<file path="src/hdl/mva_pkg.sv">
package mva_pkg;

    localparam int CHANNELS = 16;
    localparam int VOICES   = 16;
    localparam int CH_W     = (CHANNELS > 1) ? $clog2(CHANNELS) : 1;
    localparam int VI_W     = (VOICES > 1) ? $clog2(VOICES) : 1;
    localparam int LINK_W   = $clog2(VOICES + 1);
    localparam int SCAN_W   = $clog2(VOICES + 1);
    localparam logic [LINK_W-1:0] NIL_LINK = LINK_W'(VOICES);

    localparam logic [2:0] OP_NOTE_ON  = 3'd0;
    localparam logic [2:0] OP_NOTE_OFF = 3'd1;
    localparam logic [2:0] OP_CTRL     = 3'd2;
    localparam logic [2:0] OP_PROG     = 3'd3;
    localparam logic [2:0] OP_BEND     = 3'd4;

    localparam logic [2:0] OC_SENT     = 3'd0;
    localparam logic [2:0] OC_STORED   = 3'd1;
    localparam logic [2:0] OC_IGNORED  = 3'd2;
    localparam logic [2:0] OC_NO_VOICE = 3'd3;
    localparam logic [2:0] OC_NO_MATCH = 3'd4;

    localparam logic [3:0] ST_NOTE_OFF = 4'h8;
    localparam logic [3:0] ST_NOTE_ON  = 4'h9;
    localparam logic [3:0] ST_CTRL     = 4'hb;
    localparam logic [3:0] ST_PROG     = 4'hc;
    localparam logic [3:0] ST_BEND     = 4'he;

    localparam logic [6:0] CC_ALLOW = 7'd17;
    localparam logic [6:0] CC_PRIO  = 7'd18;

    // one voice table entry
    typedef struct packed {
        logic [3:0]        chan;
        logic [6:0]        note;
        logic [LINK_W-1:0] next;
        logic [LINK_W-1:0] prev;
    } voice_t;

    // one result beat
    typedef struct packed {
        logic [7:0] status_byte;
        logic [6:0] data_first;
        logic [6:0] data_second;
        logic [1:0] byte_count;
        logic [2:0] outcome;
        logic       last;
    } res_t;

    function automatic logic [6:0] scale_vel(input logic [6:0] v);
        logic [13:0] p;
        begin
            p = 14'd110 * {7'd0, v};
            scale_vel = 7'(p >> 7) + 7'd17;
        end
    endfunction

endpackage

</file>
<file path="src/hdl/mva_voice_ram.sv">
module mva_voice_ram (
    input  logic                  aclk,
    input  logic                  we,
    input  logic [mva_pkg::VI_W-1:0] waddr,
    input  mva_pkg::voice_t       wdata,
    input  logic [mva_pkg::VI_W-1:0] raddr,
    output mva_pkg::voice_t       rdata
);
    import mva_pkg::*;

    voice_t mem [VOICES];

    // write port
    always_ff @(posedge aclk) begin
        if (we) begin
            mem[waddr] <= wdata;
        end
    end

    // registered read port
    always_ff @(posedge aclk) begin
        rdata <= mem[raddr];
    end

endmodule

</file>
<file path="src/hdl/midi_voice_allocator.sv">
// MIDI voice allocator.
// Input channel s_*: one event per beat (op, channel, key, value, bend).
// Result channel m_*: one or two result beats per event; m_last marks
// the final beat. Unknown ops and out-of-range channels give no beat.
// Events are handled one at a time; s_ready is high only while idle.
// A simple event is decoded and its beat emitted; a note-on with a free
// voice first pops the free list and pushes the voice on the active list.
// Note-off and voice steal walk the active list through the voice table;
// the walk length and the list relinking set their duration.
// After reset a clearing pass builds the free chain in the voice table;
// no event is accepted during it.
// Each result beat sits in an output register; when the receiver stalls
// the sequencer waits on that beat and s_ready stays low.
module midi_voice_allocator (
    input  logic       aclk,
    input  logic       aresetn,
    input  logic       s_valid,
    output logic       s_ready,
    input  logic [2:0] s_op,
    input  logic [3:0] s_channel,
    input  logic [6:0] s_key,
    input  logic [6:0] s_value,
    input  logic [13:0] s_bend,
    output logic       m_valid,
    input  logic       m_ready,
    output logic [7:0] m_status_byte,
    output logic [6:0] m_data_first,
    output logic [6:0] m_data_second,
    output logic [1:0] m_byte_count,
    output logic [2:0] m_outcome,
    output logic       m_last
);
    import mva_pkg::*;

    localparam logic [4:0] S_INIT   = 5'd0;
    localparam logic [4:0] S_IDLE   = 5'd1;
    localparam logic [4:0] S_DEC    = 5'd2;
    localparam logic [4:0] S_FRD    = 5'd3;  // read free head
    localparam logic [4:0] S_FWT    = 5'd4;
    localparam logic [4:0] S_FNX    = 5'd5;  // fix next's prev
    localparam logic [4:0] S_SCRD   = 5'd6;  // scan read
    localparam logic [4:0] S_SCWT   = 5'd7;
    localparam logic [4:0] S_SCEV   = 5'd8;
    localparam logic [4:0] S_ULRD   = 5'd9;  // unlink victim read
    localparam logic [4:0] S_ULWT   = 5'd10;
    localparam logic [4:0] S_ULP    = 5'd11;
    localparam logic [4:0] S_ULN    = 5'd12;
    localparam logic [4:0] S_EMOFF  = 5'd13;
    localparam logic [4:0] S_PUSH   = 5'd14; // write v into active list
    localparam logic [4:0] S_PUSHH  = 5'd15; // fix old head prev
    localparam logic [4:0] S_EMIT   = 5'd16;
    localparam logic [4:0] S_WAIT   = 5'd17;
    localparam logic [4:0] S_FPUSH  = 5'd18; // free push
    localparam logic [4:0] S_FPUSHH = 5'd19;
    localparam logic [4:0] S_ULX    = 5'd20; // fix next's prev on unlink

    logic [4:0] state_reg, state_next;

    // event
    logic [2:0]  op_reg;
    logic [3:0]  ch_reg;
    logic [6:0]  key_reg, val_reg;
    logic [13:0] bend_reg;

    // list heads
    logic [LINK_W-1:0] ahead_reg, fhead_reg;

    // channel tables in flip-flops
    logic [4:0] cnt_reg [CHANNELS];
    logic       ovf_reg [CHANNELS];
    logic [6:0] pri_reg [CHANNELS];
    logic [6:0] alw_reg [CHANNELS];

    // walk
    logic [LINK_W-1:0] cur_reg;
    logic [SCAN_W-1:0] steps_reg;
    logic [LINK_W-1:0] sel_reg;
    logic              sov_reg;
    logic [6:0]        spr_reg;
    logic [LINK_W-1:0] v_reg;     // voice being unlinked / taken
    voice_t            ent_reg;   // its entry
    logic [3:0]        vc_reg;
    logic [6:0]        vn_reg;

    // pending beat
    res_t res_reg;
    logic mv_reg;
    logic [4:0] after_reg;

    // RAM
    logic   we;
    logic [VI_W-1:0] waddr, raddr;
    voice_t wdata, rdata;
    logic [VI_W-1:0] init_reg;

    mva_voice_ram u_ram (
        .aclk(aclk), .we(we), .waddr(waddr), .wdata(wdata),
        .raddr(raddr), .rdata(rdata)
    );

    assign s_ready       = (state_reg == S_IDLE);
    assign m_valid       = mv_reg;
    assign m_status_byte = res_reg.status_byte;
    assign m_data_first  = res_reg.data_first;
    assign m_data_second = res_reg.data_second;
    assign m_byte_count  = res_reg.byte_count;
    assign m_outcome     = res_reg.outcome;
    assign m_last        = res_reg.last;

    function automatic res_t mk(input logic [7:0] st, input logic [6:0] d1,
                                input logic [6:0] d2, input logic [1:0] bc,
                                input logic [2:0] oc, input logic l);
        res_t r;
        begin
            r.status_byte = st; r.data_first = d1; r.data_second = d2;
            r.byte_count = bc; r.outcome = oc; r.last = l;
            mk = r;
        end
    endfunction

    // take decision for the current scanned voice
    logic [CH_W-1:0] rc;
    logic            cov, take;
    logic [6:0]      cpr;
    always_comb begin
        rc   = CH_W'(rdata.chan);
        cov  = ovf_reg[rc];
        cpr  = pri_reg[rc];
        take = (cov == sov_reg) ? (cpr <= spr_reg) : cov;
    end

    logic [CH_W-1:0] chi, vci;
    assign chi = CH_W'(ch_reg);
    assign vci = CH_W'(vc_reg);

    // sequencer
    always_ff @(posedge aclk) begin
        if (!aresetn) begin
            state_reg <= S_INIT;
            init_reg  <= '0;
            mv_reg    <= 1'b0;
            ahead_reg <= NIL_LINK;
            fhead_reg <= LINK_W'(VOICES - 1);
            for (int i = 0; i < CHANNELS; i++) begin
                cnt_reg[i] <= '0; ovf_reg[i] <= 1'b0;
                pri_reg[i] <= '0; alw_reg[i] <= 7'd1;
            end
        end else begin
            if (mv_reg && m_ready) mv_reg <= 1'b0;
            unique case (state_reg)
                S_INIT: begin
                    init_reg <= init_reg + 1'b1;
                    if (init_reg == VI_W'(VOICES - 1)) state_reg <= S_IDLE;
                end
                S_IDLE: begin
                    if (s_valid) begin
                        op_reg <= s_op; ch_reg <= s_channel; key_reg <= s_key;
                        val_reg <= s_value; bend_reg <= s_bend;
                        state_reg <= (s_op > OP_BEND || 32'(s_channel) >= CHANNELS)
                                     ? S_IDLE : S_DEC;
                    end
                end
                S_DEC: begin
                    after_reg <= S_IDLE;
                    state_reg <= S_EMIT;
                    unique case (op_reg)
                        OP_NOTE_ON: begin
                            if (fhead_reg != NIL_LINK) begin
                                v_reg <= fhead_reg; state_reg <= S_FRD;
                            end else begin
                                cur_reg <= ahead_reg; steps_reg <= '0;
                                sel_reg <= NIL_LINK;
                                sov_reg <= ovf_reg[chi]; spr_reg <= pri_reg[chi];
                                state_reg <= S_SCRD;
                            end
                        end
                        OP_NOTE_OFF: begin
                            cur_reg <= ahead_reg; steps_reg <= '0;
                            state_reg <= S_SCRD;
                        end
                        OP_CTRL: begin
                            if (key_reg == 7'd1 || key_reg == 7'd7 || key_reg == 7'd10
                                || key_reg == 7'd91 || key_reg == 7'd93)
                                res_reg <= mk({ST_CTRL, ch_reg}, key_reg, val_reg,
                                              2'd3, OC_SENT, 1'b1);
                            else if (key_reg == CC_ALLOW) begin
                                alw_reg[chi] <= val_reg;
                                res_reg <= mk(8'd0, 7'd0, 7'd0, 2'd0, OC_STORED, 1'b1);
                            end else if (key_reg == CC_PRIO) begin
                                pri_reg[chi] <= val_reg;
                                res_reg <= mk(8'd0, 7'd0, 7'd0, 2'd0, OC_STORED, 1'b1);
                            end else
                                res_reg <= mk(8'd0, 7'd0, 7'd0, 2'd0, OC_IGNORED, 1'b1);
                        end
                        OP_PROG:
                            res_reg <= mk({ST_PROG, ch_reg}, key_reg, 7'd0, 2'd2,
                                          OC_SENT, 1'b1);
                        default:
                            res_reg <= mk({ST_BEND, ch_reg}, bend_reg[6:0],
                                          bend_reg[13:7], 2'd3, OC_SENT, 1'b1);
                    endcase
                end
                // free voice: read its entry, pop the free list
                S_FRD: state_reg <= S_FWT;
                S_FWT: begin
                    fhead_reg <= rdata.next;
                    state_reg <= (rdata.next != NIL_LINK) ? S_FNX : S_PUSH;
                end
                S_FNX: state_reg <= S_PUSH;
                // list walk
                S_SCRD: begin
                    if (cur_reg == NIL_LINK || 32'(steps_reg) >= VOICES) begin
                        if (op_reg == OP_NOTE_OFF) begin
                            res_reg <= mk(8'd0, 7'd0, 7'd0, 2'd0, OC_NO_MATCH, 1'b1);
                            state_reg <= S_EMIT;
                        end else if (sel_reg == NIL_LINK) begin
                            res_reg <= mk(8'd0, 7'd0, 7'd0, 2'd0, OC_NO_VOICE, 1'b1);
                            state_reg <= S_EMIT;
                        end else begin
                            v_reg <= sel_reg; state_reg <= S_ULRD;
                        end
                    end else
                        state_reg <= S_SCWT;
                end
                S_SCWT: state_reg <= S_SCEV;
                S_SCEV: begin
                    cur_reg <= rdata.next;
                    steps_reg <= steps_reg + 1'b1;
                    state_reg <= S_SCRD;
                    if (op_reg == OP_NOTE_OFF) begin
                        if (rdata.chan == ch_reg && rdata.note == key_reg) begin
                            v_reg <= cur_reg; state_reg <= S_ULRD;
                        end
                    end else if (take) begin
                        sel_reg <= cur_reg; sov_reg <= cov; spr_reg <= cpr;
                    end
                end
                // unlink from active list
                S_ULRD: state_reg <= S_ULWT;
                S_ULWT: begin
                    ent_reg <= rdata;
                    vc_reg <= rdata.chan; vn_reg <= rdata.note;
                    if (rdata.prev == NIL_LINK) ahead_reg <= rdata.next;
                    state_reg <= S_ULP;
                end
                S_ULP: state_reg <= S_ULN;
                S_ULN: state_reg <= S_ULX;
                S_ULX: begin
                    // count drop for the freed voice's channel
                    if (cnt_reg[vci] != 5'd0) begin
                        cnt_reg[vci] <= cnt_reg[vci] - 1'b1;
                        ovf_reg[vci] <= {2'd0, cnt_reg[vci] - 1'b1} > alw_reg[vci];
                    end else
                        ovf_reg[vci] <= 1'b0;
                    if (op_reg == OP_NOTE_OFF) begin
                        res_reg <= mk({ST_NOTE_OFF, ch_reg}, key_reg, 7'd64, 2'd3,
                                      OC_SENT, 1'b1);
                        after_reg <= S_FPUSH;
                    end else begin
                        res_reg <= mk({ST_NOTE_OFF, vc_reg}, vn_reg, 7'd64, 2'd3,
                                      OC_SENT, 1'b0);
                        after_reg <= S_PUSH;
                    end
                    state_reg <= S_EMIT;
                end
                // push onto active list
                S_PUSH: begin
                    if (ahead_reg != NIL_LINK)
                        state_reg <= S_PUSHH;
                    else begin
                        ahead_reg <= v_reg;
                        state_reg <= S_EMOFF;
                    end
                end
                S_PUSHH: begin
                    ahead_reg <= v_reg;
                    state_reg <= S_EMOFF;
                end
                S_EMOFF: begin
                    if (cnt_reg[chi] != 5'd31) begin
                        cnt_reg[chi] <= cnt_reg[chi] + 1'b1;
                        ovf_reg[chi] <= {2'd0, cnt_reg[chi] + 1'b1} > alw_reg[chi];
                    end else
                        ovf_reg[chi] <= {2'd0, cnt_reg[chi]} > alw_reg[chi];
                    res_reg <= mk({ST_NOTE_ON, ch_reg}, key_reg, scale_vel(val_reg),
                                  2'd3, OC_SENT, 1'b1);
                    after_reg <= S_IDLE;
                    state_reg <= S_EMIT;
                end
                // push onto free list
                S_FPUSH: begin
                    if (fhead_reg != NIL_LINK)
                        state_reg <= S_FPUSHH;
                    else begin
                        fhead_reg <= v_reg;
                        state_reg <= S_IDLE;
                    end
                end
                S_FPUSHH: begin
                    fhead_reg <= v_reg;
                    state_reg <= S_IDLE;
                end
                S_EMIT: begin
                    if (!mv_reg) begin
                        mv_reg <= 1'b1;
                        state_reg <= S_WAIT;
                    end
                end
                S_WAIT: begin
                    if (m_ready) state_reg <= after_reg;
                end
                default: state_reg <= S_INIT;
            endcase
        end
    end

    // voice table port drive
    logic [LINK_W-1:0] nxt_l;
    always_comb begin
        we    = 1'b0;
        waddr = VI_W'(v_reg);
        wdata = '0;
        raddr = VI_W'(v_reg);
        nxt_l = LINK_W'(init_reg) + 1'b1;
        unique case (state_reg)
            S_INIT: begin
                we = 1'b1; waddr = init_reg;
                wdata.chan = '0; wdata.note = '0;
                wdata.next = (init_reg == '0) ? NIL_LINK : LINK_W'(init_reg) - 1'b1;
                wdata.prev = (32'(init_reg) == VOICES - 1) ? NIL_LINK : nxt_l;
            end
            S_SCRD, S_SCWT: raddr = VI_W'(cur_reg);
            S_FWT: raddr = VI_W'(rdata.next);
            S_FNX: begin
                // new free head loses its prev
                we = 1'b1; waddr = VI_W'(fhead_reg);
                wdata = rdata; wdata.prev = NIL_LINK;
            end
            S_ULP: raddr = VI_W'(ent_reg.prev);
            S_ULN: begin
                // prev entry read now valid: patch its next, read the next entry
                raddr = VI_W'(ent_reg.next);
                if (ent_reg.prev != NIL_LINK) begin
                    we = 1'b1; waddr = VI_W'(ent_reg.prev);
                    wdata = rdata; wdata.next = ent_reg.next;
                end
            end
            S_ULX: begin
                // patch the next entry's prev
                if (ent_reg.next != NIL_LINK) begin
                    we = 1'b1; waddr = VI_W'(ent_reg.next);
                    wdata = rdata; wdata.prev = ent_reg.prev;
                end
            end
            S_PUSH: begin
                we = 1'b1;
                wdata.chan = ch_reg; wdata.note = key_reg;
                wdata.next = ahead_reg; wdata.prev = NIL_LINK;
                raddr = VI_W'(ahead_reg);
            end
            S_PUSHH: begin
                we = 1'b1; waddr = VI_W'(ahead_reg);
                wdata = rdata; wdata.prev = v_reg;
            end
            S_FPUSH: begin
                we = 1'b1;
                wdata.chan = vc_reg; wdata.note = vn_reg;
                wdata.next = fhead_reg; wdata.prev = NIL_LINK;
                raddr = VI_W'(fhead_reg);
            end
            S_FPUSHH: begin
                we = 1'b1; waddr = VI_W'(fhead_reg);
                wdata = rdata; wdata.prev = v_reg;
            end
            default: ;
        endcase
    end

`ifndef SYNTHESIS
    // hold a waiting beat until it is taken
    a_mvalid_hold: assert property (@(posedge aclk) disable iff (!aresetn)
        m_valid && !m_ready |=> m_valid);
    // hold the payload of a waiting beat
    a_mpayload_hold: assert property (@(posedge aclk) disable iff (!aresetn)
        m_valid && !m_ready |=> $stable(res_reg));
    // no new event while a beat is out
    a_no_overlap: assert property (@(posedge aclk) disable iff (!aresetn)
        m_valid |-> !s_ready);
    // a beat without a message always ends its event
    a_empty_last: assert property (@(posedge aclk) disable iff (!aresetn)
        m_valid && m_byte_count == 2'd0 |-> m_last);
`endif

endmodule
</file>
<file path="config.mk">
export PLATFORM = sky130hd
export DESIGN_NAME = midi_voice_allocator
export DESIGN_NICKNAME = d
export VERILOG_FILES = /design/src/hdl/mva_pkg.sv /design/src/hdl/mva_voice_ram.sv /design/src/hdl/midi_voice_allocator.sv
export SDC_FILE = /design/constraint.sdc
export NUM_CORES = 1
export LEC_CHECK = 0
export ABC_AREA = 0
export ABC_CLOCK_PERIOD_IN_PS = 6500
export CORE_MARGIN = 4
export CORE_UTILIZATION = 50
export DETAILED_ROUTE_END_ITERATION = 10
export DONT_BUFFER_PORTS = 1
export HOLD_SLACK_MARGIN = 0.03
export PLACE_DENSITY = 0.68
export RECOVER_POWER = 50
export SYNTH_ARGS = -nofsm -noshare
export SYNTH_HDL_FRONTEND = slang
export SYNTH_SLANG_ARGS = --single-unit
</file>
<file path="constraint.sdc">
create_clock -name aclk -period 6.5 [get_ports aclk]
set_clock_uncertainty 0.2 [all_clocks]
set_input_delay 0.325 -clock aclk [delete_from_list [all_inputs] [get_ports aclk]]
set_output_delay 0.325 -clock aclk [all_outputs]
set_load 0.02 [all_outputs]
</file>
======== After elaboration in Yosys (flattened, before gate mapping) ========
Memory sizes are Yosys's and may differ from the RTL's. A register that Yosys moved wholly into a read port is not among the register bits.
Index checks and enable logic that the tools add are counted.
operators by class
  muxes and demuxes ....................... 134
  $mul .................................... 1
  $lt $le $gt $ge ......................... 6
  equal/unequal tests ..................... 62
  reductions and logical operators ........ 39
  $add $sub $neg .......................... 7
  bitwise logic cells ..................... 2
operators with widths
  kind                  count
  $pmux W21 S7          1
  $mux W5               28
  $mux W28              4
  $pmux W28 S4          1
  $pmux W5 S20          1
  $pmux W28 S3          1
  $pmux W5 S2           7
  $mux W4               17
  $mux W1               52
  $pmux W5 S3           3
  $mux W21              2
  $mux W7               6
  $eq A5 B4 Y1 const B  8
  $eq A5 B5 Y1 const B  8
  $ne A2 B2 Y1 const B  15
  $ne A5 B5 Y1 const B  6
  $mux W24              1
  $pmux W4 S6           1
  $gt A5 B7 Y1          3
  $eq A5 B3 Y1 const B  4
  $pmux W4 S5           1
  $eq A7 B5 Y1 const B  2
  $eq A7 B7 Y1 const B  2
  $pmux W7 S2           1
  49 further kinds      76
word-level totals
  word-level logic and storage cells ...... 283
  memories kept ........................... 5
  output and inout bits ................... 30
  memory bits (writable) .................. 656
  register bits ........................... 137
memory list
  memory     words  bits a word  rd ports  clocked after Yosys merged registers in  write ports  RTL line                    RTL
  u_ram.mem  16     21           1         1                                        1            mva_voice_ram.sv:11         voice_t mem [VOICES];
  alw_reg    16     7            2         2                                        16           midi_voice_allocator.sv:72  logic [6:0] alw_reg [CHANNELS];
  pri_reg    16     7            2         1                                        16           midi_voice_allocator.sv:71  logic [6:0] pri_reg [CHANNELS];
  cnt_reg    16     5            2         2                                        16           midi_voice_allocator.sv:69  logic [4:0] cnt_reg [CHANNELS];
  ovf_reg    16     1            2         1                                        16           midi_voice_allocator.sv:70  logic ovf_reg [CHANNELS];

======== Logic depth before layout (Yosys ltp) ========
  depth in word-level cells ............... 12
  gate-level depth with buffers ........... 17
  mapped depth without buffers ............ 16

======== By module ========
A second synthesis with hierarchy kept.
second synthesis, totals
  cells, all modules ...................... 2666
  area, all modules ....................... 39185.1 um^2
by module, submodules not included
  module                area an instance (um^2)  instances  cells each
  midi_voice_allocator  25907.3                  1          2109
  mva_voice_ram         13277.7                  1          557

======== Least setup slack after synthesis ========
Ideal clock, no wire load.
  path type ............................... register -> register
  from .................................... register state_reg[3]
  to ...................................... register res_reg, in the netlist m_byte_count[0] (enable)
  data required time ...................... 5742 ps
  buffers on the path ..................... 2
  slack ................................... 56 ps
  period minus slack after synthesis ...... 6444 ps
  data arrival time ....................... 5685 ps
  cell stages (with the launch flop) ...... 7
  setup time .............................. 558 ps
  cells stage by stage .................... dfxtp_1 -> buf_2 -> buf_2 -> or3_1 -> nor2_1 -> nor2_1 -> a2111oi_0
between the ends
  longest elaborated chain between the ends .. 3
  elaborated cells between the ends (all ways) .. 9
  those cells by class .................... eq/ne (7); reduce/logical (2)
RTL lines
  item                                                         RTL line                     RTL
  start, declared                                              midi_voice_allocator.sv:57   logic [4:0] state_reg, state_next;
  start signal, assigned                                       midi_voice_allocator.sv:159  state_reg <= (s_op > OP_BEND || 32'(s_channel) >= CHANNELS)
  start signal, assigned                                       midi_voice_allocator.sv:207  state_reg <= (rdata.next != NIL_LINK) ? S_FNX : S_PUSH;
  $eq A5 B3 Y1, or another cell as far along                   midi_voice_allocator.sv:150  unique case (state_reg)
  $ne A3 B3 Y1 (no source line), or another cell as far along  --
  $reduce_and A5 Y1 (no source line) *                         --
  end signal, assigned                                         midi_voice_allocator.sv:184  res_reg <= mk({ST_CTRL, ch_reg}, key_reg, val_reg,
  end signal, assigned                                         midi_voice_allocator.sv:188  res_reg <= mk(8'd0, 7'd0, 7'd0, 2'd0, OC_STORED, 1'b1);
  end signal, assigned                                         midi_voice_allocator.sv:191  res_reg <= mk(8'd0, 7'd0, 7'd0, 2'd0, OC_STORED, 1'b1);
  end, declared                                                midi_voice_allocator.sv:86   res_t res_reg;
Every way passes the cells marked *; elsewhere a longest branch is shown, timed or not.
A chain may end at the register's enable or synchronous reset.

======== Worst setup path after layout ========
  from .................................... register u_ram.rdata[17] (netlist name)
  to ...................................... register spr_reg[6] (enable)
between the ends
  longest elaborated chain between the ends .. 5
  elaborated cells between the ends (all ways) .. 7
  those cells by class .................... order compare (1); eq/ne (2); mux (1); reduce/logical (1); memory (2)
RTL lines
  item                                                     RTL line                     RTL
  $mem_v2 Z16 W7 / $mem_v2 Z16 W1 (equally long branches)  --
  $le A7 B7 Y1 / $eq A1 B1 Y1 (equally long branches)      midi_voice_allocator.sv:129  take = (cov == sov_reg) ? (cpr <= spr_reg) : cov;
  $mux W1 *                                                midi_voice_allocator.sv:129
  $ne A2 B2 Y1 (no source line) *                          --
  $reduce_and A6 Y1 (no source line) *                     --
  end signal, assigned                                     midi_voice_allocator.sv:173  sov_reg <= ovf_reg[chi]; spr_reg <= pri_reg[chi];
  end signal, assigned                                     midi_voice_allocator.sv:235  sel_reg <= cur_reg; sov_reg <= cov; spr_reg <= cpr;
  end, declared                                            midi_voice_allocator.sv:79   logic [6:0] spr_reg;
Marks and branches as above.

==> impl_metrics.csv <==
group,metric,value,unit
setup_path,cp_max_fo,20,
sta,worstMarginPinSlew,2.96,ns
floorplan,die-area,85100,um2
grt,grt_pass1_wl,171000,um
cts,cts.sinks,820,
sta,setup-violations-final,0,
final_layout,largest_reg_flops,336,
floorplan,core,79400,um2
sta,period_needed,5.28,ns
run,drv_cap,6,
placement,portBuffers,0,
routing,drc,0,
pwr,pwr-share-comb,0.033,
setup_path,worstPathRequired,6.64,ns
synth,seq_area_frac_synth,0.596,
routing,final_antenna_net_count,0,
sta,max_freq,0.189,GHz
grt,antenna_found_initial,3,
cts,insertion_delay,0.68,ns
sta,rsz0062_at_grt,"no",
synth,yosys.area.top_type,"edfxtp_1",
routing,route.vias.total,27000,
status,violations,"max-capacitance violations, max-slew violations",
synth,ys_ff_latch,820,
routing,viasPerCell,6.66,
floorplan,rows,103,
pwr,internal_power,0.00893,W
synth,ys_warn_count,0,
synth,synth-async-reset-ratio,0,
pwr,p_leak,15.0,nW
sta,slew_viol_final,184,
pwr,switching_power,0.00249,W
sta,holdWs,0.0542,ns
routing,drtIter0Drc,3484,
setup_path,critical_path.startpoint,"u_ram.rdata[17]",
routing,wirelength,114000,um
placement,dp_hpwl,72900,um
final_layout,nets,3027,
pwr,switching_share,0.218,
status,status,"finished with violations",
setup_path,r2r-start,"u_ram.rdata[17]",
setup_path,cp_cell_sequence,"buf_4 -> mux4_2 -> mux4_2 -> inv_1 -> ha_1 -> nor2b_1 -> o21a_1 -> o21ai_0 -> a21oi_1 -> o22ai_1 -> o21ai_0 -> a31oi_1 -> buf_4",
cts,cts_buffers,88,
pwr,seq_power_share,0.520,
synth,synth-edff-count,755,
grt,grt_usage,0.264,
floorplan,ioPinCount,69,
sta,slew_headroom,-0.976,
synth,synthTopCellsByCount,"edfxtp_1, nor3_1, o211ai_1",
synth,ys_types,86,
setup_path,slowest_stage,"dfxtp_1",
setup_path,r2r_slack,1.22,ns
pwr,power_frac_clock,0.446,
cts,cts_tree,"yes",
final_layout,fillers,6319,
synth,ys.flop_type,"edfxtp_1",
worst_hold_path,hp-class,"in2reg",
grt,grt_overflow,0,
setup_path,reg2regPathDepth,13,
synth,synth_top_area_share,0.563,
grt,grt_pass1_vias,26700,
cts,cts_setup_buffers,0,
final_layout,final_util,0.562,
setup_path,endpoint,"spr_reg[6]",
sta,worst_slack,1.22,ns
sta,setup_tns,0,ns
floorplan,start_util,0.507,
setup_path,crit_arrival,5.42,ns
setup_path,slowest_delay,1.27,ns
synth,synth_most_common_cell,"edfxtp_1",
grt,grt_max_degree,75,
synth,syn_area_per_cell,13.6,um2
synth,syn_nets,3068,
placement,dpl.cell_count,3841,
setup_path,crit_cells,13,
setup_path,crit_path_end_kind,"flop",
setup_path,critPathBufInv,3,
floorplan,die-width,292,um
routing,dr.pass1.iters,6,
setup_path,critPathLaunchType,"flop",
routing,wire_per_inst,28.2,um
synth,synth_area_leaders,"edfxtp_1, mux4_2, o211ai_1",
final_layout,stdcell_count,4047,
setup_path,cpLargestDelayFamily,"compound AO/OA/AOI/OAI gates",
floorplan,die-height,292,um
sta,fin_crit_sh,0.812,
cts,htreeDepth,3,
sta,hold_viol,0,
cts,path_clk_slew,0.06,ns
placement,gp_congestion,0.945,
pwr,power.density,256,nW/um2
synth,synthCells,2963,
setup_path,critPathKind,"reg2reg",
pwr,worst_ir_drop_vdd,233,uV
synth,syn_area,40300,um2
setup_path,timing.rr.end,"spr_reg[6]",
placement,place_ws,1.68,ns
final_layout,area_delta_synth_final,10.8,%
final_layout,drive_above_1_share,0.176,
cts,clockBufferDepth,3,
cts,root_buffer,"clkbuf_16",
==> cells in the final DEF (no fill, tap or decap), types with 12 or more instances in the layout <==
cell type      synthesis  layout
edfxtp_1             755     755
nor3_1               235     235
o211ai_1             196     196
mux4_2               172     172
nor2_1               187     169
inv_1                135     135
nand2_1              131     131
clkbuf_16              0      90
o21ai_0               87      85
mux2_2                85      85
buf_4                  6      63
dfxtp_1               65      60
a21oi_1               56      56
mux2i_1               54      54
ha_1                  54      54
dlygate4sd3_1          0      40
clkbuf_1             174      36
nor4_1                31      31
nor2_2                13      28
a31oi_1               27      27
nand2b_1              25      25
a22oi_1               25      25
o2111ai_1             24      24
nand3_1               21      21
and2_0                 1      21
o21ai_1               20      20
a221o_1               19      19
a211oi_1              19      19
xor2_1                18      18
xnor2_1               17      17
and2_1                34      14
a22o_1                14      14
clkinv_2               0      14
nor2b_1               12      12
or2_2                 17      12
fa_1                  12      12
==> logic make-up after synthesis <==
| family | Yosys count | share of synthesized area |
|---|---|---|
| flip-flops | 820 | 0.596 |
| AND/OR/NAND/NOR | 762 | 0.0931 |
| XOR/XNOR | 37 | 0.00842 |
| buffers and inverters | 387 | 0.0397 |
| adder cells (fa/ha/maj) | 66 | 0.0228 |
| multiplexers | 331 | 0.143 |
| AO/OA/AOI/OAI | 560 | 0.0975 |
==> routing by layer <==
layer,vias to the layer above,track usage,wire [um],part of all wire
met4,2,0.0934,4270,0.037
met1,13500,0.379,45300,0.40
met3,248,0.0561,12900,0.11
met5,-,0,7,0.000061
li1,11500,-,-,-
met2,1619,0.402,51700,0.45
==> how the worst min path moves through the flow <==
stage                    startpoint       endpoint  slack, ns  cells after the start
floorplan           u_ram.rdata[17]      vc_reg[0]       0.21                      0
global placement         s_value[0]     val_reg[0]       0.22                      0
detailed placement        s_bend[8]    bend_reg[8]       0.22                      0
CTS                       s_bend[3]    bend_reg[3]       0.03                      1
global route              s_bend[9]    bend_reg[9]       0.06                      1
finish                      aresetn  pri_reg[7][3]       0.05                      1
==> stage by stage <==
stage / instance area (um2) / total power, W
global route: 44600 / 0.0117
detailed placement: 41300 / 0.00639
CTS: 44700 / 0.0115
global placement: 41300 / 0.00637
floorplan: 40300 / 0.00625
finish: 44600 / 0.0114
==> power groups by stage <==
stage	clock network, W	registers, W	logic [W]
finish	0.00510	0.00594	0.000378
global route	0.00538	0.00595	0.000401
CTS	0.00515	0.00594	0.000373
detailed placement	0	0.00605	0.000342
global placement	0	0.00604	0.000330
floorplan	0	0.00603	0.000227
==> timing repair <==
item,4_1_cts,5_1_grt
hold buffers,41,0
hold endpoints to repair,198,0
endpoints found under the setup margin,0,0
resized for setup,0,0
==> area by class of cell <==
cell class | count | area [um2] | share of cell area
clock buffer | 119 | 2400 | 0.0538
multi-input combinational | 1756 | 14800 | 0.332
clock inverter | 45 | 567 | 0.0127
sequential | 820 | 24000 | 0.538
tap | 1050 | 1310 | 0.0294
timing repair buffer | 120 | 1040 | 0.0234
inverter | 136 | 510 | 0.0114
antenna | 1 | 2.50 | 0.0000561
Note: power is estimated with default switching activity, not from simulation.
